## config.mk

```make
export PLATFORM = sky130hd
export DESIGN_NAME = vtdi_cell
export DESIGN_NICKNAME = d
export VERILOG_FILES = /design/src/design/vtdi_pkg.sv /design/src/design/vtdi_cell.sv
export SDC_FILE = /design/constraint.sdc
export NUM_CORES = 1
export LEC_CHECK = 0
export BUFFER_PORTS_ARGS = -buffer_cell sky130_fd_sc_hd__buf_2
export CORE_UTILIZATION = 25
export CTS_CLUSTER_DIAMETER = 30
export CTS_CLUSTER_SIZE = 30
export DETAILED_ROUTE_END_ITERATION = 12
export PLACE_DENSITY = 0.49
export SYNTH_ARGS = -nofsm -noshare
export SYNTH_HDL_FRONTEND = slang
export SYNTH_SLANG_ARGS = --single-unit
export TNS_END_PERCENT = 1
```

## constraint.sdc

```tcl
create_clock -name i_clk -period 6.1 [get_ports i_clk]
set_input_delay 0.61 -clock i_clk [delete_from_list [all_inputs] [get_ports i_clk]]
set_output_delay 0.61 -clock i_clk [all_outputs]
set_load 0.01 [all_outputs]
```

## src/design/vtdi_pkg.sv

```systemverilog
// Package for the vertex triple dedup indexer.
// Holds the corner and vertex beat structs and the query token control struct.
// No dependencies.
`timescale 1ns / 1ps

package vtdi_pkg;

    typedef struct packed {
        logic        first_of_mesh;
        logic [15:0] position_index;
        logic [15:0] texcoord_index;
        logic [15:0] normal_index;
    } t_corner;

    typedef struct packed {
        logic [7:0] vertex_slot;
        logic       is_new_vertex;
        logic       table_overflow;
    } t_vertex;

    // Control part of the query token that walks the cell row.
    typedef struct packed {
        logic valid;
        logic found;
        logic is_new;
    } t_tok_ctrl;

endpackage

```

## src/design/vtdi_cell.sv

```systemverilog
// One table cell of the vertex triple dedup indexer.
// Holds one stored triple, checks the passing query token and forwards it.
// Depends on vtdi_pkg.
`timescale 1ns / 1ps

module vtdi_cell #(
    parameter int CELL_IDX = 0,
    parameter int KEY_W    = 48,
    parameter int SLOT_W   = 8,
    parameter int USED_W   = 9
) (
    input  logic                 i_clk,
    input  logic                 i_rst_n,
    input  logic [USED_W-1:0]    i_used,
    input  vtdi_pkg::t_tok_ctrl  i_ctrl,
    input  logic [KEY_W-1:0]     i_key,
    input  logic [SLOT_W-1:0]    i_slot,
    output vtdi_pkg::t_tok_ctrl  o_ctrl,
    output logic [KEY_W-1:0]     o_key,
    output logic [SLOT_W-1:0]    o_slot
);
    import vtdi_pkg::*;

    localparam logic [USED_W-1:0] MyPos  = USED_W'(CELL_IDX);
    localparam logic [SLOT_W-1:0] MySlot = SLOT_W'(CELL_IDX);

    logic [KEY_W-1:0]  r_entry;
    t_tok_ctrl         r_ctrl;
    t_tok_ctrl         n_ctrl;
    logic [KEY_W-1:0]  r_key;
    logic [SLOT_W-1:0] r_slot;
    logic [SLOT_W-1:0] n_slot;
    logic              hit;
    logic              append;

    // A cell below the fill count is a live entry; the cell at the fill count
    // is the next free position.
    assign hit    = i_ctrl.valid && !i_ctrl.found && (MyPos < i_used) && (r_entry == i_key);
    assign append = i_ctrl.valid && !i_ctrl.found && (MyPos == i_used);

    always_comb begin
        n_ctrl = i_ctrl;
        n_slot = i_slot;
        if (hit || append) begin
            n_ctrl.found = 1'b1;
            n_slot       = MySlot;
        end
        if (append) begin
            n_ctrl.is_new = 1'b1;
        end
    end

    always_ff @(posedge i_clk) begin
        if (!i_rst_n) begin
            r_ctrl <= '0;
        end else begin
            r_ctrl <= n_ctrl;
        end
    end

    always_ff @(posedge i_clk) begin
        r_key  <= i_key;
        r_slot <= n_slot;
        if (append) begin
            r_entry <= i_key;
        end
    end

    assign o_ctrl = r_ctrl;
    assign o_key  = r_key;
    assign o_slot = r_slot;

endmodule

```

==> impl_metrics.yaml, run 1 <==
floorplanning:
  die_y_um: 118
  die_area_sq_um: 13900
  floorplan.initialDensity_pct: 26.1
  number_of_placement_rows: 41
  floorplan.core_area_sq_um: 12800
  die_width_um: 118
  ios: 129
final_layout:
  layoutNonFillerInstCount: 521
  layout.area.seq_sq_um: 2620
  final_net_count: 414
  finish.utilization_pct: 34.9
  post_route_cells_drive_above_1_share_pct: 42.4
  areaGrowthSynthToFinish_pct: 33.9
  n_fill_cell: 1293
  final_common_cell: "sky130_fd_sc_hd__buf_2"
  most-common-layout-cells: "sky130_fd_sc_hd__buf_2 (128), sky130_fd_sc_hd__dfxtp_1 (59), sky130_fd_sc_hd__edfxtp_1 (48)"
  stdcell_area_sq_um: 4480
  antenna_cells_inserted: 0
  multi_input_comb_area_sq_um: 697
timing:
  setup_viol_count_final: 0
  fin_ws_ns: 3.63
  min_period_over_period_pct: 40.5
  maxSlewHeadroom_pct: 25.6
  fin_worst_skew_ns: 0.00523
  timing.fmax_mhz: 405
  tightest_slew_ns: 1.12
  minimum_hold_slack_ns: 0.398
  slew_violations: 0
  grt_setup_unrepaired: "no"
  totalNegativeSetupSlack_ns: 0
  post-route-min-period_ns: 2.47
  final_hold_viol_count: 0
synthesis:
  synthesis.instances: 206
  synth.ff_latch_count: 107
  yosysTopAreaCellShare_pct: 43.1
  synth_area_per_cell_sq_um: 16.2
  mappedNetlistNets: 276
  synth_sequential_area_ratio_pct: 78.4
  synth.yosys.warnings: 0
  yosys.area_share.xor_xnor_pct: 11.3
  synth_top_area_cell: "sky130_fd_sc_hd__edfxtp_1"
  synth.cell_area_sq_um: 3350
  synth.top_cells.by_area: "sky130_fd_sc_hd__edfxtp_1 (43%), sky130_fd_sc_hd__dfxtp_1 (35%), sky130_fd_sc_hd__xor2_1 (7.6%), sky130_fd_sc_hd__xnor2_1 (3.7%), sky130_fd_sc_hd__nor4_1 (1.5%)"
  synth_cell_type_count: 26
  yosys.area_share.simple_pct: 6.47
  synth_fa_ha_area_share_pct: 0
  synth_top_family_by_area: "XOR/XNOR gates"
  mux_cell_area_share_after_synthesis_pct: 0
  synth_area_in_compound_gates_pct: 3.10
pwr:
  power.density_nw_per_um2: 312
  ir_worst_vdd_mv: 0.150
  power.leakage_nw: 1.87
  total_design_power_mw: 1.40
worst_setup_path:
  crit_path_max_incr_delay_ns: 0.79
  worst_r2r_path_depth: 5
  worst_ep_arrival_time_ns: 2.43
  endpoint_kind: "flop"
  startpoint_type: "input port"
  path_max_fanout: 50
  library_cell_contributing_the_largest_single_delay_on_the_critical_path: "sky130_fd_sc_hd__inv_2"
  timing_worst_setup_path_type: "in2reg"
  worstPathCellList: "buf_2, nor4_1, nand3_1, or2_2, inv_2"
  worstPathRequired_ns: 6.06
clock_network:
  cts-htree-levels: 3
  post_cts_resized: 0
  ctsHoldBuffers: 0
  cts_buffer_depth: 2
  cts-root-buf: "sky130_fd_sc_hd__clkbuf_16"
  cts_tree: "built"
  clk_latency_ns: 0.34
  postCtsSetupBuffers: 0
  cts_sinks: 107
  cts_buffers: 9
  cts.reportedPaths.clkPinSlew_ns: 0.06
job:
  max_cap_viol_count: 0
routing:
  route.final.wire_length_um: 6320
  wl_per_cell_um: 12.1
  detail_route.drc_violations: 0
  detail_route.first_pass.iterations: 4
  routed_via_density: 3.95
  dr.first_iter.drc_count: 94
  dr_total_vias: 2058
  ant_nets: 0
global_route:
  maximum_number_of_pins_on_one_net_before_global_route_repair: 51
  grt-ovfl-total: 0
  initial_antenna_violation_count: 0
  grt_pass1_vias: 2090
  grtUsageTotal_pct: 9.77
  grt_pass1_wl_um: 10300
placed_design:
  port_buffers: 128
  pre_cts_ws_ns: 3.22
  dpl.cell_count: 505
  post_place_cell_area_sq_um: 4200
  detailedPlacementHpwl_um: 4550
  place.gp.congestion: 0.704
run_status:
  outcome: "complete, no violations"
hold_path:
  worstHoldPathType: "in2reg"
  hold-path-cell-count: 1
==> synth_stat cells (all sizes together) <==
cell and instances:
a21bo 1, a21oi 8, a221oi 2, and2 1
buf 1, dfxtp 59, edfxtp 48, inv 6
nand2 9, nand2b 1, nand3 2, nand4 5
nor2 1, nor3 3, nor4 9, o21a 1
o21ai 1, o221ai 1, o22ai 1, o2bb2ai 1
or2 1, or4b 1, xnor2 14, xor2 29
==> state kept, by name, indices dropped and copies added, names as in the netlist <==
signal   flops
o_ctrl       3
o_key       48
o_slot       8
r_entry     48
==> critical path: cells and delay by family <==
kind	cells	cell delay, ns
buf+inv	2	0.88
simple gates	3	0.87
==> power breakdown <==
group	internal [mW]	total [mW]	switching (mW)	leakage (nW)
registers	0.768	0.773	0.00420	0.929
logic	0.0409	0.0849	0.0441	0.815
clock network	0.299	0.542	0.243	0.128
total	1.11	1.40	0.291	1.87
==> final cells by class <==
cell class / count / area share (%)
clock buffers: 13 / 5.81
inverters: 6 / 0.503
flip-flops and latches: 107 / 58.5
repair buffers: 128 / 14.3
well taps: 172 / 4.80
multi-input cells: 92 / 15.6
clock inverters: 3 / 0.503
==> kinds of logic (layout without fill, tap and decap cells) <==
logic type             after synthesis  after routing
AND/OR/NAND/NOR                     33             33
XOR/XNOR                            43             43
flip-flops                         107            107
AO/OA/AOI/OAI                       16             16
buffers and inverters                7            150
==> layer usage <==
metal | global-route usage (%) | part of all wire (%) | up-vias
li1 | - | - | 1004
met1 | 11.4 | 45 | 959
met2 | 14.8 | 46 | 84
met3 | 4.89 | 7.5 | 11
met4 | 4.57 | 1.5 | 0
met5 | 0 | 0 | -
==> worst paths after layout <==
path / start / end / slack, ns
min reg2reg: r_entry[29] / o_slot[2] / 0.76
max: i_used[5] / r_entry[35] / 3.63
max reg2reg: r_entry[26] / o_slot[1] / 4.06
min: i_key[27] / o_key[27] / 0.40
No activity file was read; power rests on OpenSTA's default activity.
==> run 2, diff against run 1 <==
==> constraint.sdc (replaced) <==
create_clock -name i_clk -period 2.4 [get_ports i_clk]
set_input_delay 0.24 -clock i_clk [delete_from_list [all_inputs] [get_ports i_clk]]
set_output_delay 0.24 -clock i_clk [all_outputs]
set_load 0.01 [all_outputs]
==> run 2 against run 1 <==
Compared with the run above: count of clock-buffer cells in the layout rose by 1; register-to-register slack got worse by 3.7 ns; total power grew to 2.5 times the previous value; flip-flop and latch count unchanged; critical path type is now reg2reg; largest power group unchanged.
==> impl_metrics.yaml, run 2 (same netlist as run 1, synthesis figures left out) <==
final_layout:
  final_net_count: 417
  areaGrowthSynthToFinish_pct: 34.7
  most-common-layout-cells: "sky130_fd_sc_hd__buf_2 (128), sky130_fd_sc_hd__dfxtp_1 (59), sky130_fd_sc_hd__edfxtp_1 (48)"
  layoutNonFillerInstCount: 525
  stdcell_area_sq_um: 4510
  final_common_cell: "sky130_fd_sc_hd__buf_2"
  finish.utilization_pct: 35.1
  post_route_cells_drive_above_1_share_pct: 42.3
floorplanning:
  die_width_um: 118
  die_area_sq_um: 13900
  number_of_placement_rows: 41
  die_y_um: 118
  floorplan.initialDensity_pct: 26.1
  floorplan.core_area_sq_um: 12800
  ios: 129
timing:
  min_period_over_period_pct: 85.6
  setup_viol_count_final: 0
  fin_ws_ns: 0.345
  timing.fmax_mhz: 487
  maxSlewHeadroom_pct: 63.9
  totalNegativeSetupSlack_ns: 0
  slew_violations: 0
  grt_setup_unrepaired: "no"
  post-route-min-period_ns: 2.06
  tightest_slew_ns: 0.537
  minimum_hold_slack_ns: 0.0327
  final_hold_viol_count: 0
  fin_worst_skew_ns: 0.00605
routing:
  detail_route.first_pass.iterations: 4
  route.final.wire_length_um: 6540
  ant_nets: 0
  detail_route.drc_violations: 0
  routed_via_density: 3.94
  wl_per_cell_um: 12.5
  dr_total_vias: 2069
  dr.first_iter.drc_count: 146
clock_network:
  cts-root-buf: "sky130_fd_sc_hd__clkbuf_16"
  cts_buffer_depth: 2
  ctsHoldBuffers: 0
  clk_latency_ns: 0.34
  post_cts_resized: 0
  cts_sinks: 107
  cts_buffers: 9
  cts.reportedPaths.clkPinSlew_ns: 0.07
  cts-htree-levels: 3
  cts_tree: "built"
  postCtsSetupBuffers: 0
pwr:
  power.leakage_nw: 1.89
  power.density_nw_per_um2: 782
  ir_worst_vdd_mv: 0.322
  total_design_power_mw: 3.53
global_route:
  initial_antenna_violation_count: 1
  grt_pass1_vias: 2093
  grt-ovfl-total: 0
  grtUsageTotal_pct: 10.2
  grt_pass1_wl_um: 10800
  maximum_number_of_pins_on_one_net_before_global_route_repair: 28
placed_design:
  place.gp.congestion: 0.698
  dpl.cell_count: 508
  pre_cts_ws_ns: 0.274
  detailedPlacementHpwl_um: 4800
  post_place_cell_area_sq_um: 4240
  port_buffers: 128
hold_path:
  hold-path-cell-count: 1
  worstHoldPathType: "in2reg"
worst_setup_path:
  worst_r2r_path_depth: 5
  worst_ep_arrival_time_ns: 2.26
  endpoint_kind: "flop"
  timing_worst_setup_path_type: "reg2reg"
  path_max_fanout: 9
  startpoint_type: "flop"
  worstPathRequired_ns: 2.60
run_status:
  outcome: "complete, no violations"
job:
  max_cap_viol_count: 0
==> run 2: where the power goes <==
part	switching, mW	leakage (nW)	internal, mW	total, mW
Clock	0.609	0.131	0.734	1.34
Sequential	0.0115	0.929	1.95	1.96
Combinational	0.114	0.827	0.105	0.218
Total	0.734	1.89	2.79	3.53
==> run 2: worst max-delay path: stages, from the launching register on <==
cell and delay, ns:
sky130_fd_sc_hd__edfxtp_1 0.38, sky130_fd_sc_hd__xor2_1 0.15, sky130_fd_sc_hd__nor4_1 0.39, sky130_fd_sc_hd__nand4_1 0.26
sky130_fd_sc_hd__nor4_4 0.60, sky130_fd_sc_hd__a21oi_1 0.13
==> run 2: final timing paths <==
check,start,endpoint,slack (ns)
worst max-delay path,r_entry[26],o_slot[2],0.34
worst min-delay path,i_key[27],o_key[27],0.03
worst max register to register,r_entry[26],o_slot[2],0.34
worst min register to register,r_entry[20],o_slot[4],0.75
==> run 2: routing by layer <==
metal,share of wire (%),global-route usage (%),up-vias
li1,-,-,1013
met1,46,12.8,968
met2,44,15.0,76
met3,6.9,3.44,12
met4,2.7,6.25,0
met5,0,0,-
==> run 2: layout make-up <==
type | instances | area, sq um
Antenna cell | 1 | 2.50
Inverter | 6 | 26.3
Timing Repair Buffer | 131 | 676
Sequential cell | 107 | 2620
Fill cell | 1272 | 8320
Clock buffer | 14 | 254
Clock inverter | 2 | 13.8
Tap cell | 172 | 215
Multi-Input combinational cell | 92 | 697
==> run 3, diff against run 2 <==
--- a/config.mk
+++ b/config.mk
@@ -10,7 +10,7 @@
 export CTS_CLUSTER_DIAMETER = 30
 export CTS_CLUSTER_SIZE = 30
 export DETAILED_ROUTE_END_ITERATION = 12
-export PLACE_DENSITY = 0.49
+export PLACE_DENSITY = 0.51
 export SYNTH_ARGS = -nofsm -noshare
 export SYNTH_HDL_FRONTEND = slang
 export SYNTH_SLANG_ARGS = --single-unit
==> constraint.sdc (replaced) <==
create_clock -name i_clk -period 1.7 [get_ports i_clk]
set_input_delay 0.17 -clock i_clk [delete_from_list [all_inputs] [get_ports i_clk]]
set_output_delay 0.17 -clock i_clk [all_outputs]
set_load 0.01 [all_outputs]
==> run 3 against run 2 <==
Compared with the run above: final area rose by 13%; count of clock-buffer cells in the layout fell by 4; routed wire length rose by 8.2%; the run now ends with setup timing left; fmax rose by 19%; global-route usage rose by 0.87 points; first-iteration DRC count fell by 42%; total power rose by 53%; largest power group unchanged.
==> impl_metrics.yaml, run 3 (same netlist as run 1, synthesis figures left out) <==
run_status:
  outcome: "complete, but fails checks"
  failed_checks: "setup timing"
clock_network:
  cts_sinks: 107
  cts-root-buf: "sky130_fd_sc_hd__clkbuf_16"
  clk_latency_ns: 0.35
  cts_tree: "built"
  cts.reportedPaths.clkPinSlew_ns: 0.07
  cts_buffer_depth: 2
  cts-htree-levels: 3
  cts_buffers: 9
routing:
  routed_via_density: 3.90
  wl_per_cell_um: 12.3
  dr_total_vias: 2247
  ant_nets: 0
  route.final.wire_length_um: 7080
  detail_route.drc_violations: 0
  detail_route.first_pass.iterations: 4
  dr.first_iter.drc_count: 85
final_layout:
  areaGrowthSynthToFinish_pct: 52.8
  n_fill_cell: 1262
  final_net_count: 469
  final_common_cell: "sky130_fd_sc_hd__buf_2"
  most-common-layout-cells: "sky130_fd_sc_hd__buf_2 (128), sky130_fd_sc_hd__dfxtp_1 (59), sky130_fd_sc_hd__edfxtp_1 (48)"
  antenna_cells_inserted: 0
  post_route_cells_drive_above_1_share_pct: 40.3
  finish.utilization_pct: 39.9
  multi_input_comb_area_sq_um: 731
  layoutNonFillerInstCount: 576
  layout.area.seq_sq_um: 2620
worst_setup_path:
  worstPathRequired_ns: 1.94
  timing_worst_setup_path_type: "reg2reg"
  path_max_fanout: 8
  startpoint_type: "flop"
  library_cell_contributing_the_largest_single_delay_on_the_critical_path: "sky130_fd_sc_hd__or4b_4"
  endpoint_kind: "flop"
  crit_path_max_incr_delay_ns: 0.55
  worstPathCellList: "xnor2_1, o221ai_1, or4b_4, nor3_4, buf_6, a21oi_1"
  worst_ep_arrival_time_ns: 1.97
timing:
  timing.fmax_mhz: 577
  fin_worst_skew_ns: 0.00788
  setup_viol_count_final: 9
  grt_setup_unrepaired: "yes"
  final_hold_viol_count: 0
  maxSlewHeadroom_pct: 79.7
  slew_violations: 0
  minimum_hold_slack_ns: 0.0223
  min_period_over_period_pct: 102
  tightest_slew_ns: 0.302
  fin_ws_ns: -0.0329
  post-route-min-period_ns: 1.73
floorplanning:
  floorplan.core_area_sq_um: 12800
  number_of_placement_rows: 41
  floorplan.initialDensity_pct: 26.1
  die_area_sq_um: 13900
  die_width_um: 118
  die_y_um: 118
  ios: 129
global_route:
  grt_pass1_wl_um: 11600
  grt-ovfl-total: 0
  initial_antenna_violation_count: 0
  grtUsageTotal_pct: 11.0
  maximum_number_of_pins_on_one_net_before_global_route_repair: 28
  grt_pass1_vias: 2315
pwr:
  power.density_nw_per_um2: 1050
  power.leakage_nw: 2.13
  ir_worst_vdd_mv: 0.514
  total_design_power_mw: 5.38
job:
  max_cap_viol_count: 0
placed_design:
  pre_cts_ws_ns: -0.226
  place.gp.congestion: 0.679
  dpl.cell_count: 513
  port_buffers: 128
  detailedPlacementHpwl_um: 4920
hold_path:
  worstHoldPathType: "in2reg"
[run 3: cell count changes in the layout (fill, tap and decap cells not counted), sizes merged, moves of 2 or more]
cell         previous run  this run
buf                   131       137
dlygate4sd3             0        46
clkinvlp                1         5
clkbuf                 14        10
clkinv                  2         0
bufinv                  0         2
[run 3: report_power, final]
| group | total [mW] | internal (mW) | switching (mW) |
|---|---|---|---|
| registers | 2.77 | 2.76 | 0.0165 |
| clock network | 2.21 | 1.29 | 0.920 |
| logic | 0.398 | 0.221 | 0.178 |
| total | 5.38 | 4.27 | 1.11 |
[run 3: final timing paths]
| check | start | end | slack [ns] | depth (start not counted) |
|---|---|---|---|---|
| max | r_entry[41] | o_slot[4] | -0.03 | 6 |
| min | i_key[7] | r_entry[7] | 0.02 | 1 |
| min reg2reg | r_entry[43] | o_ctrl[1] | 0.85 | 4 |
| max reg2reg | r_entry[41] | o_slot[4] | -0.03 | 6 |
[run 3: layer usage]
layer,track usage [%],vias up,share of wire [%]
met2,17.4,74,48
met5,0,-,0
li1,-,1114,-
met4,5.77,0,2.1
met1,13.0,1047,44
met3,4.22,12,5.8
[run 3: final cells by class]
type / count / area share [%]
clock inverters: 6 / 1.76
repair buffers: 183 / 23.5
inverters: 6 / 0.514
clock buffers: 10 / 4.48
flip-flops and latches: 107 / 51.3
well taps: 172 / 4.21
multi-input cells: 92 / 14.3
[run 3: critical path: cells and delay by family, from the launching register on]
family | cells | cell delay, ns
xor gates and xnor gates | 1 | 0.15
AOI/OAI and AO/OA | 2 | 0.20
DFF | 1 | 0.38
buffers and inverters | 1 | 0.15
and+or+nand+nor | 2 | 0.75
[run 3: through the flow]
| step | setup TNS (ns) | area, sq um |
|---|---|---|
| 2_1_floorplan | -4.87 | 3370 |
| 3_3_place_gp | -2.07 | 4300 |
| 3_5_place_dp | -1.99 | 4300 |
| 4_1_cts | -0.712 | 5100 |
| 5_1_grt | -1.44 | 5110 |
| 6_report | -0.251 | 5110 |
[run 3: timing repair]
action | CTS | global route
hold buffers | 46 | 0
setup endpoints to repair | 9 | 9
resized for setup | 4 | 2
pin swaps | 7 | 2
hold endpoints to repair | 46 | 0
buffers inserted | 1 | 0
